==> src/rtl/fluid_cell_velocity_update_top_defines.svh <==
// assertion macros shared by the fluid cell velocity update rtl
`ifndef FLUID_CELL_VELOCITY_UPDATE_TOP_DEFINES_SVH
`define FLUID_CELL_VELOCITY_UPDATE_TOP_DEFINES_SVH

// consequent holds in the same cycle
`define FCVU_ASSERT_NOW(lbl, ante, cons, msg) \
    lbl: assert property (@(posedge clk) disable iff (!rst_n) (ante) |-> (cons)) \
        else $error(msg);

// consequent holds in the cycle after the antecedent
`define FCVU_ASSERT_NEXT(lbl, ante, cons, msg) \
    lbl: assert property (@(posedge clk) disable iff (!rst_n) (ante) |=> (cons)) \
        else $error(msg);

`endif

==> src/rtl/fcvu_pkg.sv <==
// types, constants and arithmetic helpers of the fluid cell velocity update
`default_nettype none
package fcvu_pkg;

    localparam int DEPTH = 37;
    localparam logic [5:0] SLOT_RHO = 6'd6;
    localparam logic [5:0] SLOT_VEL = 6'd7;
    localparam logic [5:0] SLOT_COEF = 6'd10;
    localparam logic [5:0] COEF_STRIDE_A = 6'd9;
    localparam logic [5:0] COEF_STRIDE_B = 6'd3;

    localparam logic [2:0] REG_MODE = 3'd0;
    localparam logic [2:0] REG_DT = 3'd1;
    localparam logic [2:0] REG_INV_X = 3'd2;
    localparam logic [2:0] REG_INV_Y = 3'd3;
    localparam logic [2:0] REG_INV_Z = 3'd4;
    localparam logic [2:0] REG_VTH = 3'd5;

    localparam logic signed [64:0] WMAX_W = 65'sd2147483647;
    localparam logic signed [64:0] WMIN_W = -65'sd2147483648;

    typedef logic signed [31:0] word_t;

    typedef enum logic [1:0] {
        RES_UPDATED = 2'd0,
        RES_VACUUM = 2'd1,
        RES_ZERO = 2'd2,
        RES_SATURATED = 2'd3
    } res_status_t;

    typedef enum logic [4:0] {
        OP_NONE,
        OP_START,
        OP_TAKE_RHO,
        OP_TAKE_V,
        OP_TAKE_PP,
        OP_DIFF_MUL,
        OP_GRAD,
        OP_DIV_GO,
        OP_Q,
        OP_QDT_MUL,
        OP_NV0,
        OP_DOT_MUL,
        OP_ACC,
        OP_RHO_MUL,
        OP_NRHO,
        OP_VV_MUL,
        OP_VV,
        OP_G_MUL,
        OP_CONN_MUL,
        OP_NV1,
        OP_PUSH
    } dp_op_t;

    typedef enum logic [5:0] {
        ST_IDLE,
        ST_F_RHO,
        ST_T_RHO,
        ST_F_V,
        ST_T_V,
        ST_CHECK,
        ST_F_PP,
        ST_T_PP,
        ST_F_PM,
        ST_T_PM,
        ST_GW,
        ST_GRAD,
        ST_DIV_GO,
        ST_DIV_RUN,
        ST_Q,
        ST_QDT,
        ST_QDW,
        ST_NV0,
        ST_DOT,
        ST_DOTW,
        ST_DOTACC,
        ST_RHOM,
        ST_RHOW,
        ST_NRHO,
        ST_VV,
        ST_VVW,
        ST_VVU,
        ST_GM,
        ST_GMW,
        ST_GACC,
        ST_CONN,
        ST_CONNW,
        ST_NV1,
        ST_PUSH
    } ctl_state_t;

    typedef struct packed {
        dp_op_t op;
        logic rd_en;
        logic [5:0] rd_addr;
        logic [1:0] ax;
        logic [1:0] bx;
        logic [1:0] cx;
        res_status_t kind;
    } dp_cmd_t;

    typedef struct packed {
        logic vacuum;
        logic zero_rho;
        logic mode;
        logic div_busy;
        logic out_free;
    } dp_stat_t;

    typedef struct packed {
        logic ovf;
        word_t val;
    } satw_t;

    function automatic satw_t sat_w(input logic signed [64:0] x);
        satw_t r;
        if (x > WMAX_W) begin
            r.ovf = 1'b1;
            r.val = 32'sh7FFFFFFF;
        end else if (x < WMIN_W) begin
            r.ovf = 1'b1;
            r.val = 32'sh80000000;
        end else begin
            r.ovf = 1'b0;
            r.val = x[31:0];
        end
        return r;
    endfunction

    // round to nearest, ties up, of a q32.32 product, then saturate
    function automatic satw_t rnd_w(input logic signed [63:0] p);
        logic signed [64:0] y;
        y = (65'(p) + 65'sd32768) >>> 16;
        return sat_w(y);
    endfunction

    function automatic word_t pick3(input word_t w0, input word_t w1, input word_t w2,
                                    input logic [1:0] sel);
        word_t r;
        unique case (sel)
            2'd1: r = w1;
            2'd2: r = w2;
            default: r = w0;
        endcase
        return r;
    endfunction

endpackage
`default_nettype wire

==> src/rtl/fcvu_ctrl.sv <==
// sequencer that steps the datapath through one cell update
`default_nettype none
`include "fluid_cell_velocity_update_top_defines.svh"
module fcvu_ctrl #(
    parameter int DIMS = 3
) (
    input  wire logic clk,
    input  wire logic rst_n,
    input  wire logic in_accept,
    input  wire logic in_last,
    output logic in_ready,
    input  wire fcvu_pkg::dp_stat_t stat,
    output fcvu_pkg::dp_cmd_t cmd
);

    localparam logic [1:0] LAST_AX = 2'(DIMS - 1);

    fcvu_pkg::ctl_state_t state_reg, state_next;
    logic [1:0] a_reg, a_next, b_reg, b_next, c_reg, c_next;
    fcvu_pkg::res_status_t kind_reg, kind_next;

    always_ff @(posedge clk or negedge rst_n)
    begin
        if (!rst_n) begin
            state_reg <= fcvu_pkg::ST_IDLE;
            a_reg <= 2'd0;
            b_reg <= 2'd0;
            c_reg <= 2'd0;
            kind_reg <= fcvu_pkg::RES_UPDATED;
        end else begin
            state_reg <= state_next;
            a_reg <= a_next;
            b_reg <= b_next;
            c_reg <= c_next;
            kind_reg <= kind_next;
        end
    end

    always_comb
    begin
        state_next = state_reg;
        a_next = a_reg;
        b_next = b_reg;
        c_next = c_reg;
        kind_next = kind_reg;
        unique case (state_reg)
            fcvu_pkg::ST_IDLE:
                if (in_accept && in_last) state_next = fcvu_pkg::ST_F_RHO;
            fcvu_pkg::ST_F_RHO: state_next = fcvu_pkg::ST_T_RHO;
            fcvu_pkg::ST_T_RHO:
            begin
                a_next = 2'd0;
                state_next = fcvu_pkg::ST_F_V;
            end
            fcvu_pkg::ST_F_V: state_next = fcvu_pkg::ST_T_V;
            fcvu_pkg::ST_T_V:
            begin
                if (a_reg == 2'd2) begin
                    a_next = 2'd0;
                    state_next = fcvu_pkg::ST_CHECK;
                end else begin
                    a_next = a_reg + 2'd1;
                    state_next = fcvu_pkg::ST_F_V;
                end
            end
            fcvu_pkg::ST_CHECK:
            begin
                if (stat.vacuum) begin
                    kind_next = fcvu_pkg::RES_VACUUM;
                    state_next = fcvu_pkg::ST_PUSH;
                end else if (stat.zero_rho) begin
                    kind_next = fcvu_pkg::RES_ZERO;
                    state_next = fcvu_pkg::ST_PUSH;
                end else begin
                    kind_next = fcvu_pkg::RES_UPDATED;
                    state_next = fcvu_pkg::ST_F_PP;
                end
            end
            fcvu_pkg::ST_F_PP: state_next = fcvu_pkg::ST_T_PP;
            fcvu_pkg::ST_T_PP: state_next = fcvu_pkg::ST_F_PM;
            fcvu_pkg::ST_F_PM: state_next = fcvu_pkg::ST_T_PM;
            fcvu_pkg::ST_T_PM: state_next = fcvu_pkg::ST_GW;
            fcvu_pkg::ST_GW: state_next = fcvu_pkg::ST_GRAD;
            fcvu_pkg::ST_GRAD: state_next = fcvu_pkg::ST_DIV_GO;
            fcvu_pkg::ST_DIV_GO: state_next = fcvu_pkg::ST_DIV_RUN;
            fcvu_pkg::ST_DIV_RUN:
                if (!stat.div_busy) state_next = fcvu_pkg::ST_Q;
            fcvu_pkg::ST_Q:
            begin
                if (a_reg == LAST_AX) begin
                    a_next = 2'd0;
                    b_next = 2'd0;
                    c_next = 2'd0;
                    state_next = stat.mode ? fcvu_pkg::ST_VV : fcvu_pkg::ST_QDT;
                end else begin
                    a_next = a_reg + 2'd1;
                    state_next = fcvu_pkg::ST_F_PP;
                end
            end
            fcvu_pkg::ST_QDT: state_next = fcvu_pkg::ST_QDW;
            fcvu_pkg::ST_QDW: state_next = fcvu_pkg::ST_NV0;
            fcvu_pkg::ST_NV0:
            begin
                if (a_reg == LAST_AX) begin
                    a_next = 2'd0;
                    state_next = fcvu_pkg::ST_DOT;
                end else begin
                    a_next = a_reg + 2'd1;
                    state_next = fcvu_pkg::ST_QDT;
                end
            end
            fcvu_pkg::ST_DOT: state_next = fcvu_pkg::ST_DOTW;
            fcvu_pkg::ST_DOTW: state_next = fcvu_pkg::ST_DOTACC;
            fcvu_pkg::ST_DOTACC:
            begin
                if (a_reg == LAST_AX) begin
                    a_next = 2'd0;
                    state_next = fcvu_pkg::ST_RHOM;
                end else begin
                    a_next = a_reg + 2'd1;
                    state_next = fcvu_pkg::ST_DOT;
                end
            end
            fcvu_pkg::ST_RHOM: state_next = fcvu_pkg::ST_RHOW;
            fcvu_pkg::ST_RHOW: state_next = fcvu_pkg::ST_NRHO;
            fcvu_pkg::ST_NRHO: state_next = fcvu_pkg::ST_PUSH;
            fcvu_pkg::ST_VV: state_next = fcvu_pkg::ST_VVW;
            fcvu_pkg::ST_VVW: state_next = fcvu_pkg::ST_VVU;
            fcvu_pkg::ST_VVU: state_next = fcvu_pkg::ST_GM;
            fcvu_pkg::ST_GM: state_next = fcvu_pkg::ST_GMW;
            fcvu_pkg::ST_GMW: state_next = fcvu_pkg::ST_GACC;
            fcvu_pkg::ST_GACC:
            begin
                if (c_reg != LAST_AX) begin
                    c_next = c_reg + 2'd1;
                    state_next = fcvu_pkg::ST_VV;
                end else if (b_reg != LAST_AX) begin
                    b_next = b_reg + 2'd1;
                    c_next = 2'd0;
                    state_next = fcvu_pkg::ST_VV;
                end else begin
                    b_next = 2'd0;
                    c_next = 2'd0;
                    state_next = fcvu_pkg::ST_CONN;
                end
            end
            fcvu_pkg::ST_CONN: state_next = fcvu_pkg::ST_CONNW;
            fcvu_pkg::ST_CONNW: state_next = fcvu_pkg::ST_NV1;
            fcvu_pkg::ST_NV1:
            begin
                if (a_reg == LAST_AX) begin
                    a_next = 2'd0;
                    state_next = fcvu_pkg::ST_PUSH;
                end else begin
                    a_next = a_reg + 2'd1;
                    state_next = fcvu_pkg::ST_VV;
                end
            end
            fcvu_pkg::ST_PUSH:
                if (stat.out_free) state_next = fcvu_pkg::ST_IDLE;
            default: state_next = fcvu_pkg::ST_IDLE;
        endcase
    end

    always_comb
    begin
        in_ready = (state_reg == fcvu_pkg::ST_IDLE);
        cmd.op = fcvu_pkg::OP_NONE;
        cmd.rd_en = 1'b0;
        cmd.rd_addr = 6'd0;
        cmd.ax = a_reg;
        cmd.bx = b_reg;
        cmd.cx = c_reg;
        cmd.kind = kind_reg;
        unique case (state_reg)
            fcvu_pkg::ST_IDLE:
                if (in_accept && in_last) cmd.op = fcvu_pkg::OP_START;
            fcvu_pkg::ST_F_RHO:
            begin
                cmd.rd_en = 1'b1;
                cmd.rd_addr = fcvu_pkg::SLOT_RHO;
            end
            fcvu_pkg::ST_T_RHO: cmd.op = fcvu_pkg::OP_TAKE_RHO;
            fcvu_pkg::ST_F_V:
            begin
                cmd.rd_en = 1'b1;
                cmd.rd_addr = fcvu_pkg::SLOT_VEL + {4'd0, a_reg};
            end
            fcvu_pkg::ST_T_V: cmd.op = fcvu_pkg::OP_TAKE_V;
            fcvu_pkg::ST_F_PP:
            begin
                cmd.rd_en = 1'b1;
                cmd.rd_addr = {3'd0, a_reg, 1'b0};
            end
            fcvu_pkg::ST_T_PP: cmd.op = fcvu_pkg::OP_TAKE_PP;
            fcvu_pkg::ST_F_PM:
            begin
                cmd.rd_en = 1'b1;
                cmd.rd_addr = {3'd0, a_reg, 1'b1};
            end
            fcvu_pkg::ST_T_PM: cmd.op = fcvu_pkg::OP_DIFF_MUL;
            fcvu_pkg::ST_GRAD: cmd.op = fcvu_pkg::OP_GRAD;
            fcvu_pkg::ST_DIV_GO: cmd.op = fcvu_pkg::OP_DIV_GO;
            fcvu_pkg::ST_Q: cmd.op = fcvu_pkg::OP_Q;
            fcvu_pkg::ST_QDT: cmd.op = fcvu_pkg::OP_QDT_MUL;
            fcvu_pkg::ST_NV0: cmd.op = fcvu_pkg::OP_NV0;
            fcvu_pkg::ST_DOT: cmd.op = fcvu_pkg::OP_DOT_MUL;
            fcvu_pkg::ST_DOTACC, fcvu_pkg::ST_GACC: cmd.op = fcvu_pkg::OP_ACC;
            fcvu_pkg::ST_RHOM: cmd.op = fcvu_pkg::OP_RHO_MUL;
            fcvu_pkg::ST_NRHO: cmd.op = fcvu_pkg::OP_NRHO;
            fcvu_pkg::ST_VV:
            begin
                cmd.op = fcvu_pkg::OP_VV_MUL;
                cmd.rd_en = 1'b1;
                cmd.rd_addr = fcvu_pkg::SLOT_COEF
                              + 6'({4'd0, a_reg} * fcvu_pkg::COEF_STRIDE_A)
                              + 6'({4'd0, b_reg} * fcvu_pkg::COEF_STRIDE_B)
                              + {4'd0, c_reg};
            end
            fcvu_pkg::ST_VVU: cmd.op = fcvu_pkg::OP_VV;
            fcvu_pkg::ST_GM: cmd.op = fcvu_pkg::OP_G_MUL;
            fcvu_pkg::ST_CONN: cmd.op = fcvu_pkg::OP_CONN_MUL;
            fcvu_pkg::ST_NV1: cmd.op = fcvu_pkg::OP_NV1;
            fcvu_pkg::ST_PUSH:
                if (stat.out_free) cmd.op = fcvu_pkg::OP_PUSH;
            default: ;
        endcase
    end

    `FCVU_ASSERT_NOW(a_div_start_idle, state_reg == fcvu_pkg::ST_DIV_GO, !stat.div_busy, "divider started while busy")
    `FCVU_ASSERT_NEXT(a_div_done_take, (state_reg == fcvu_pkg::ST_DIV_RUN) && !stat.div_busy, state_reg == fcvu_pkg::ST_Q, "quotient not taken after divide")
    `FCVU_ASSERT_NEXT(a_push_hold, (state_reg == fcvu_pkg::ST_PUSH) && !stat.out_free, state_reg == fcvu_pkg::ST_PUSH, "result dropped while output busy")

endmodule
`default_nettype wire

==> config.mk <==
export PLATFORM = sky130hd
export DESIGN_NAME = fcvu_ctrl
export DESIGN_NICKNAME = d
export VERILOG_FILES = /design/src/rtl/fcvu_pkg.sv /design/src/rtl/fcvu_ctrl.sv
export VERILOG_INCLUDE_DIRS = /design/src /design/src/rtl
export SDC_FILE = /design/constraint.sdc
export NUM_CORES = 1
export LEC_CHECK = 0
export ABC_AREA = 0
export BUFFER_PORTS_ARGS = -buffer_cell sky130_fd_sc_hd__buf_2
export CORE_MARGIN = 3
export CORE_UTILIZATION = 46
export DETAILED_ROUTE_END_ITERATION = 12
export GPL_TIMING_DRIVEN = 0
export PLACE_DENSITY = 0.76
export SETUP_SLACK_MARGIN = 0.05
export SYNTH_ARGS = -nofsm -noshare
export SYNTH_HDL_FRONTEND = slang
export SYNTH_SLANG_ARGS = --single-unit
==> constraint.sdc <==
create_clock -name clk -period 8.5 [get_ports clk]
set_clock_uncertainty 0.05 [all_clocks]
set_input_delay 1.275 -clock clk [delete_from_list [all_inputs] [get_ports clk]]
set_output_delay 1.275 -clock clk [all_outputs]
set_load 0.02 [all_outputs]
### Word-level counts from Yosys, hierarchy flattened

Cells that the tools add are included.
W data, S select, Z words.

| storage, ports and cells | value |
|---|---|
| logic and storage cells | 92 |
| bits in registers | 14 |
| bits of input ports | 9 |
| output and inout bits | 21 |

| operators by class | value |
|---|---|
| multiply operators | 2 |
| reductions and logical operators | 9 |
| $add $sub $neg | 7 |
| eq/ne operators | 41 |
| mux-type cells | 28 |

Operator list:

| cell | count |
|---|---|
| $pmux W6 S34 | 1 |
| $pmux W5 S20 | 1 |
| $eq A6 B5 Y1 const B | 16 |
| $eq A6 B4 Y1 const B | 8 |
| $mux W6 | 6 |
| $pmux W7 S5 | 1 |
| $eq A6 B3 Y1 const B | 4 |
| $mux W5 | 4 |
| $mux W2 | 7 |
| $eq A6 B2 Y1 const B | 2 |
| $eq A6 B6 Y1 const B | 2 |
| $mux W3 | 4 |
| $ne A2 B2 Y1 const B | 6 |
| $pmux W2 S2 | 3 |
| $add A2 B1 Y2 const B | 3 |
| $add A4 B6 Y6 const A | 1 |
| $add A6 B2 Y6 | 1 |
| $add A6 B4 Y6 | 1 |
| $eq A6 B1 Y1 const B | 1 |
| $logic_not A6 Y1 | 1 |
| $mul A2 B4 Y6 const B | 1 |
| $reduce_and A3 Y1 | 2 |
| $reduce_or A5 Y1 | 1 |
| $add A3 B2 Y4 const A | 1 |
| 8 further kinds | 9 |

### Longest topological paths before layout

Gate-level depths: netlist (run 1).

| depth | value |
|---|---|
| depth in word-level cells | 5 |
| depth in mapped cells | 12 |
| gate-level depth less buffers | 12 |

### Worst setup path before layout (run 1)

Ideal clock, no wire load.

| path | value |
|---|---|
| path type | register -> output |
| start | register a_reg[0] |
| end | output cmd[13] (netlist name) |
| cell stages (with the launch flop) | 13 |
| data arrival time | 2.887 ns |
| setup slack | 4.288 ns |
| cells stage by stage | dfrtp_1 inv_1 ha_1 or2_2 fa_1 ha_1 inv_1 fa_1 inv_1 a21o_1 a21oi_1 xor2_1 nor2_1 |

RTL lines:

| item | line | RTL |
|---|---|---|
| from (decl) | fcvu_ctrl.sv:19 | `logic [1:0] a_reg, a_next, b_reg, b_next, c_reg, c_next;` |
| from (signal assigned) | fcvu_ctrl.sv:32 | `a_reg <= a_next;` |
| to (decl) | fcvu_ctrl.sv:13 | `output fcvu_pkg::dp_cmd_t cmd` |

==> run metrics, run 1 <==
sequential power share 15.0%; Finished Cell Area 2034 sq um; Die W 68.15 microns; leakage 0.0009257 uW; Power Internal 329.1 uW; # rows 21; Yosys reg bits 14; Post-Syn Area 1777 sq um; number of synthesized flops with an enable pin 0; Fin. Hold Viols 0; Syn-to-layout area delta 14.51%; worst-skew pair later-pin latency 0.24 ns; Starting Density 50.46%; most frequent cells in the layout buf_2 (33), nand2_1 (30), nor2_1 (17), a21oi_1 (17); Buf/Inv on CP 4; worst-path cell chain inv_1 -> ha_1 -> or2_2 -> fa_1 -> ha_1 -> inv_1 -> fa_1 -> inv_1 -> a21o_1 -> a21oi_1 -> xor2_1 -> nor2_1 -> buf_2; Syn. warnings 0; Slew headroom 56.32%; Routed Antenna Nets 0; RSZ-0062 raised after global routing false; crit path DAT 3.17 ns; initial antenna violation count 0; WP data required 7.17 ns; DRC viols 0; Post-CTS Resized 0; dominant synthesized flop cell dfrtp_1; Comb power frac 76.4%; GRT Total Usage 24.56%; Max Clk Rate 222.3 MHz; first-pass GRT wire length 8707 microns; period utilization 52.92%; pin count of the biggest net entering global routing 15; status finished clean; max reg flops 6; routed via count 1951; Routed WL 5193 microns; Worst Tran Pin Value 0.6492 ns; Starting DRT DRC Count 306; Avg Inst Size Synth 7.465 sq um; Switch Pwr 412.3 uW; crit path capture type primary output; DR WL/cell 16.38 microns; maxcap violations 0; peak supply drop 0.1590 mV; final-report setup violation count 0; I/O Pins 30; share of the synthesized area in the top cell type 19.72%; die area 4644 sq um; CTS tree yes; antenna cells 0; hpwl dp 3977 microns; Seq/Total Area, Yosys 19.72%; # port buffers 29; Tmin final 4.499 ns; CP peak stage delay 0.54 ns; synth top area cells dfrtp_1 (20%), ha_1 (9.9%), nand2_1 (6.3%); vias in the first global route 1794; crit start category flop; cts hold-fix bufs 0; cell count after synthesis 238; Top delay family on crit path adder cells; Yosys top cell by area dfrtp_1; GPL Wtd Cong 0.9607; CTS H-tree depth 1; Nets 298; setup TNS 0 ns; Vias per Instance 6.155; Pwr Density 364.4 nW/um^2; worst hold slack 0.4322 ns; Sink Count 14; critical path's slowest cell dfrtp_1; Slew Limit Fails 0; most common cell after layout, fill and taps aside buf_2; most frequent CP cell inv_1; grt ovf 0; clk slew on worst S/H paths 0.06 ns; Synth Net Count 264; Root Buffer Master clkbuf_8; path type of the worst setup path flop to primary output; Async SR Flop Fraction 100.0%; worst hold path class flop to flop; Netlist cell types 52; crit-path max FO 9; number of detailed-route iterations in the first pass 5; core area 3521 sq um; TritonCTS Buffers 3; setup bufs post-CTS 0; layout cell share with drive strength beyond 1 16.24%; clock share of power 8.6%; clk buf depth 2; dpl cell area 1979 sq um; Die H 68.15 microns; Switching Share 55.61%
-- final timing paths --
kind | cells past startpoint | from | endpoint | slack (ns)
worst max-delay path | 13 | a_reg[0] | cmd[13] | 4.00
worst min-delay path | 2 | kind_reg[1] | kind_reg[1] | 0.43
worst max register to register | 6 | state_reg[4] | state_reg[0] | 6.03
worst min register to register | 2 | kind_reg[1] | kind_reg[1] | 0.43
max in group asynchronous | 1 | rst_n | state_reg[0] | 7.30
min in group asynchronous | 1 | rst_n | c_reg[1] | 0.87
-- final cells by class --
class | count | area [sq um]
plain buffers | 18 | 80.08
clock buffers | 4 | 55.05
fillers | 364 | 1486
inverters | 14 | 52.55
multi-input cells | 192 | 1294
flip-flops and latches | 14 | 350.3
well taps | 46 | 57.56
repair buffers | 29 | 145.1
-- cells by family (layout without fill, tap and decap cells) --
kind of cell / after synthesis / after routing / share of synthesized area (%)
compound gates: 72 / 72 / 27.61
xor+xnor: 9 / 9 / 4.437
fa+ha+maj: 17 / 17 / 13.24
buf+inv: 32 / 65 / 7.464
flops: 14 / 14 / 19.72
mux: 1 / 1 / 0.6338
simple gates: 93 / 93 / 26.90
-- synth_stat cells (2+ instances only) --
| library cell | instances |
|---|---|
| nand2_1 | 30 |
| a21oi_1 | 17 |
| nor2_1 | 17 |
| dfrtp_1 | 14 |
| ha_1 | 14 |
| inv_1 | 14 |
| o21ai_0 | 13 |
| clkbuf_1 | 9 |
| nand2b_1 | 8 |
| nand3_1 | 8 |
| nor2b_1 | 7 |
| xor2_1 | 6 |
| a31oi_1 | 5 |
| buf_1 | 4 |
| buf_2 | 4 |
| nand4_1 | 4 |
| o221ai_1 | 4 |
| a22oi_1 | 3 |
| fa_1 | 3 |
| nor4_1 | 3 |
| o22ai_1 | 3 |
| o31ai_1 | 3 |
| xnor2_1 | 3 |
| a2111oi_0 | 2 |
| a211o_1 | 2 |
| a21o_1 | 2 |
| a22o_1 | 2 |
| a32o_1 | 2 |
| and3_1 | 2 |
| nand3b_1 | 2 |
| nor3_1 | 2 |
| o211ai_1 | 2 |
| o22a_1 | 2 |
| o32a_1 | 2 |
| o32ai_1 | 2 |
| or3_1 | 2 |
-- per-layer routing --
metal	GRT usage [%]	wire, microns	up-vias
li1	-	-	932
met1	34.84	2260	901
met2	37.06	2357	108
met3	5.419	487	10
met4	7.196	88	0
met5	0	0	-
-- stage by stage --
step	cells	setup slack, ns	util (%)	power (uW)
after floorplan	238	4.288	-	515.5
after global placement	313	4.283	56.22	665.9
after detailed placement	313	4.258	56.22	667.7
after CTS	317	3.978	57.78	733.5
after global routing	317	3.777	57.78	806.9
final	317	4.001	57.78	741.4
-- worst register-to-register path: stages, from the launching register on --
cell	delay, ns
dfrtp_1	0.43
buf_1	0.27
nor4_1	0.56
nand2_1	0.22
a21oi_1	0.36
a21oi_1	0.09
or3b_1	0.38
-- power by group through the flow --
stage | combinational, uW | sequential [uW] | clock (uW)
2_1_floorplan | 396 | 120 | 0
3_3_place_gp | 555 | 111 | 0
3_5_place_dp | 556 | 112 | 0
4_1_cts | 558 | 111 | 64.5
5_1_grt | 621 | 116 | 69.9
6_report | 566 | 111 | 63.9
Note: power is estimated with default switching activity, not from simulation.
==> inputs of run 2 (changes only) <==
ABC_AREA = 1   (was 0)
PLACE_DENSITY = 0.8   (was 0.76)
clock period = 4.1 ns   (was 8.5 ns; I/O delays follow)
==> run metrics, run 2 <==
status finished clean; Seq/Total Area, Yosys 21.24%; Starting Density 48.65%; Yosys top cell by area dfrtp_1; number of detailed-route iterations in the first pass 5; pin count of the biggest net entering global routing 15; first-pass GRT wire length 8638 microns; Root Buffer Master clkbuf_4; Max Clk Rate 262.7 MHz; crit path capture type primary output; Routed Antenna Nets 0; hpwl dp 4089 microns; Fin. Hold Viols 0; number of synthesized flops with an enable pin 0; clock share of power 10.9%; Post-Syn Area 1649 sq um; Avg Inst Size Synth 6.343 sq um; Synth top cells by count nand2_1 (60), nor2_1 (44), inv_1 (36), nand3_1 (35); vias in the first global route 1853; Starting DRT DRC Count 207; Die W 65.88 microns; leakage 0.001151 uW; sequential power share 22.3%; most frequent cells in the layout nand2_1 (60), nor2_1 (44), inv_1 (36); cell count after synthesis 260; GPL Wtd Cong 0.9570; Syn-to-layout area delta 15.48%; core area 3390 sq um; Worst Tran Pin Value 0.6325 ns; Netlist cell types 27; crit path DAT 3.14 ns; clk slew on worst S/H paths 0.10 ns; DR WL/cell 15.23 microns; Slew Limit Fails 0; dominant synthesized flop cell dfrtp_1; worst-skew pair later-pin latency 0.30 ns; share of the synthesized area in the top cell type 21.24%; crit start category flop; period utilization 92.86%; critical path's slowest cell fa_1; Switching Share 55.78%; # port buffers 29; final-report setup violation count 0; TritonCTS Buffers 3; Buf/Inv on CP 3; Power Internal 435.7 uW; GRT Total Usage 25.63%; worst-path cell chain inv_1 -> ha_1 -> or2_2 -> fa_1 -> ha_1 -> inv_1 -> fa_1 -> nor2_1 -> o21a_1 -> nor2_1 -> xor2_1 -> nor2_1 -> buf_2; CP peak stage delay 0.49 ns; CTS tree yes; worst reg2reg path depth 7; clk buf depth 2; path type of the worst setup path flop to primary output; Synth Net Count 286; reg-to-reg critical path startpoint state_reg[5]; Nets 322; WP data required 3.43 ns; Comb power frac 66.8%; die area 4340 sq um; reg2reg end b_reg[1]; Async SR Flop Fraction 100.0%; maxcap violations 0; layout cell share with drive strength beyond 1 16.27%; Finished Cell Area 1904 sq um; setup TNS 0 ns; count leader, synth nand2_1; max reg flops 6; Syn. warnings 0; Routed WL 5195 microns; dpl cell area 1852 sq um; Die H 65.88 microns; most common cell after layout, fill and taps aside nand2_1; synth top area cells dfrtp_1 (21%), nand2_1 (14%), ha_1 (11%); Top delay family on crit path adder cells; Switch Pwr 549.5 uW; CTS H-tree depth 1; Pwr Density 517.4 nW/um^2; routed via count 1935; most frequent CP cell nor2_1; antenna cells 0; Yosys reg bits 14; worst hold path class input port to async pin; # rows 21; Tmin final 3.807 ns; Slew headroom 57.68%; DRC viols 0; grt ovf 0; crit-path max FO 7; Vias per Instance 5.674; initial antenna violation count 0; Sink Count 14; I/O Pins 30; RSZ-0062 raised after global routing false; peak supply drop 0.3157 mV; flop-to-flop setup slack 2.22 ns
-- run 2: cell count changes after synthesis, moves of 5 or more --
cell / previous run / this run
nor2_1: 17 / 44
nand3_1: 8 / 35
nand4_1: 4 / 12
nand2_1: 30 / 60
nor2b_1: 7 / 0
inv_1: 14 / 36
a21oi_1: 17 / 6
clkbuf_1: 9 / 0
o21ai_0: 13 / 4
a31oi_1: 5 / 0
nand2b_1: 8 / 0
-- run 2: metal layers --
metal	global-route usage, %	vias up	part of all wire, %
li1	-	932	-
met1	32.50	861	41
met2	42.05	122	46
met3	5.612	20	9.4
met4	9.845	0	3.3
met5	0	-	0
-- run 2: how the worst max path moves through the flow --
stage	start	cells past startpoint	to
2_1_floorplan	a_reg[0]	12	cmd[13]
3_3_place_gp	a_reg[0]	13	cmd[13]
3_5_place_dp	a_reg[0]	13	cmd[13]
4_1_cts	a_reg[0]	13	cmd[13]
5_1_grt	a_reg[0]	13	cmd[13]
6_report	a_reg[0]	13	cmd[13]
-- run 2: repair_timing --
action | CTS | global route
resized for setup | 0 | 1
setup endpoints to repair | 0 | 1
setup buffers | 0 | 2
hold buffers | 0 | 0
-- run 2: cells by family after synthesis --
logic type	synth area share [%]
compound gates	9.181
fa+ha+maj	14.26
flops	21.24
simple gates	45.45
xor+xnor	1.062
buf+inv	8.801
-- run 2: power groups by stage --
stage               logic [uW]  clock network [uW]  registers (uW)
global route               727                 116             227
floorplan                  433                   0             236
finish                     658                 107             220
detailed placement         632                   0             225
global placement           632                   0             223
CTS                        636                 108             222
-- run 2: per-stage QoR --
stage / hold slack [ns] / worst slack (ns) / std cells / power (uW) / utilization, %
after global routing: 0.1605 / 0.07806 / 341 / 1070 / 56.18
final: 0.1460 / 0.2928 / 341 / 985.2 / 56.18
after global placement: 0.4389 / 0.4590 / 335 / 855.3 / 54.63
after detailed placement: 0.4508 / 0.4588 / 335 / 857.4 / 54.63
after CTS: 0.1582 / 0.1146 / 339 / 967.0 / 55.70
after floorplan: 0.2694 / 0.5117 / 260 / 669.1 / -
-- run 2: final cells by class --
cell class                      instances  area [sq um]
Buffer                                  2         10.01
Clock buffer                            4         36.28
Fill cell                             368          1485
Inverter                               36         135.1
Multi-Input combinational cell        208          1154
Sequential cell                        14         351.6
Tap cell                               46         57.56
Timing Repair Buffer                   31         160.2
-- run 2: worst register-to-register path, delay by kind of cell, from the launching register on --
| kind | cells | cell delay [ns] |
|---|---|---|
| flops | 1 | 0.46 |
| simple gates | 5 | 1.10 |
| compound gates | 1 | 0.09 |
| buf+inv | 1 | 0.10 |
==> inputs of run 3 (changes only) <==
RECOVER_POWER = 50   (was not set)
==> run metrics, run 3 (synthesis gave the netlist of run 2 again) <==
Starting DRT DRC Count 208; Routed Antenna Nets 0; CTS H-tree depth 1; worst-skew pair later-pin latency 0.30 ns; Sink Count 14; crit path DAT 3.14 ns; clock share of power 11.0%; Worst Tran Pin Value 0.7726 ns; reg-to-reg critical path startpoint state_reg[3]; pre-CTS WS 0.4588 ns; GPL Wtd Cong 0.9570; Pwr Density 518.6 nW/um^2; leakage 0.001120 uW; Finished Layout Cells 341; Die H 65.88 microns; clk buf depth 2; Root Buffer Master clkbuf_4; overall power 982.3 uW; pin count of the biggest net entering global routing 15; crit path to cmd[13]; Die W 65.88 microns; Power Internal 432.0 uW; Slew Limit Fails 0; flop-to-flop setup slack 2.23 ns; initial antenna violation count 0; Setup crit start a_reg[0]; period utilization 92.83%; DRC viols 0; first-pass GRT wire length 8638 microns; antenna cells 0; sequential power share 22.5%; CTS tree yes; critical path's slowest cell fa_1; RSZ-0062 raised after global routing false; reg2reg end state_reg[0]; worst-path cell chain inv_1 -> ha_1 -> or2_2 -> fa_1 -> ha_1 -> inv_1 -> fa_1 -> nor2_1 -> o21a_1 -> nor2_1 -> xor2_1 -> nor2_1 -> buf_2; Starting Density 48.65%; hpwl dp 4089 microns; final-report setup violation count 0; most common cell after layout, fill and taps aside nand2_1; multi-input combinational cell area 1154 sq um; worst hold path class input port to async pin; most frequent CP cell nor2_1; Fin. Hold Viols 0; Slew headroom 48.49%; Layout fillers 373; maxcap violations 0; Vias per Instance 5.701; peak supply drop 0.3141 mV; number of detailed-route iterations in the first pass 5; max reg flops 6; WP data required 3.43 ns; DR WL/cell 15.17 microns; core area 3390 sq um; routed via count 1944; Max Clk Rate 262.7 MHz; vias in the first global route 1853; GRT Total Usage 25.63%; # port buffers 29; crit path capture type primary output; cts hold-fix bufs 0; Setup WS post-layout 0.2939 ns; grt ovf 0; status finished clean; TritonCTS Buffers 3; most frequent cells in the layout nand2_1 (60), nor2_1 (44), inv_1 (36); I/O Pins 30; # rows 21; layout cell share with drive strength beyond 1 13.56%; clk slew on worst S/H paths 0.10 ns; worst reg2reg path depth 9; Switch Pwr 550.3 uW; CP peak stage delay 0.49 ns; Tmin final 3.806 ns; Inst Count DP 335; path type of the worst setup path flop to primary output; Syn-to-layout area delta 14.87%; crit-path max FO 7; Switching Share 56.02%; die area 4340 sq um; register area 351.6 sq um; Comb power frac 66.5%; Nets 322; setup TNS 0 ns; Routed WL 5172 microns; Final Core Density 55.89%; crit start category flop
run 3: changes by cell type in the layout (fill, tap and decap cells not counted), sizes merged:
cell / change
buf: -8
clkbuf: +8
run 3: worst min-delay path by stage:
stage	slack [ns]	to	start
after floorplan	0.27	a_reg[0]	rst_n
after global placement	0.44	kind_reg[1]	kind_reg[1]
after detailed placement	0.45	kind_reg[1]	kind_reg[1]
after CTS	0.16	kind_reg[1]	rst_n
after global routing	0.37	kind_reg[1]	rst_n
final	0.30	kind_reg[1]	rst_n
run 3: timing repair:
action | CTS | global route
buffers inserted | 0 | 2
setup endpoints to repair | 0 | 1
resized for setup | 0 | 1
run 3: worst max-delay path: cells and delay by family (launching register included):
kind,cells,cell delay (ns)
fa+ha+maj,4,1.23
simple gates,4,0.57
flops,1,0.44
buf+inv,3,0.34
compound gates,1,0.13
xor+xnor,1,0.13
run 3: routing by layer:
layer | vias to the layer above | track usage [%] | wire, microns
li1 | 930 | - | -
met1 | 863 | 32.50 | 2099
met2 | 125 | 42.05 | 2361
met3 | 26 | 5.612 | 518
met4 | 0 | 9.845 | 192
met5 | - | 0 | 0
run 3: cell type report:
cell class / instances / area share, %
Buffer: 2 / 0.5284
Clock buffer: 4 / 1.915
Inverter: 36 / 7.133
Multi-Input combinational cell: 208 / 60.90
Sequential cell: 14 / 18.56
Tap cell: 46 / 3.038
Timing Repair Buffer: 31 / 7.926
run 3: stage by stage:
stage / hold slack, ns / instance area [sq um]
final: 0.3039 / 1894
after global routing: 0.3706 / 1894
after CTS: 0.1582 / 1888
after detailed placement: 0.4508 / 1852
after global placement: 0.4389 / 1852
after floorplan: 0.2694 / 1649
run 3: power by group through the flow:
stage | clock (uW) | sequential (uW) | combinational [uW]
2_1_floorplan | 0 | 236 | 433
3_3_place_gp | 0 | 223 | 632
3_5_place_dp | 0 | 225 | 632
4_1_cts | 108 | 222 | 636
5_1_grt | 116 | 228 | 723
6_report | 108 | 221 | 654
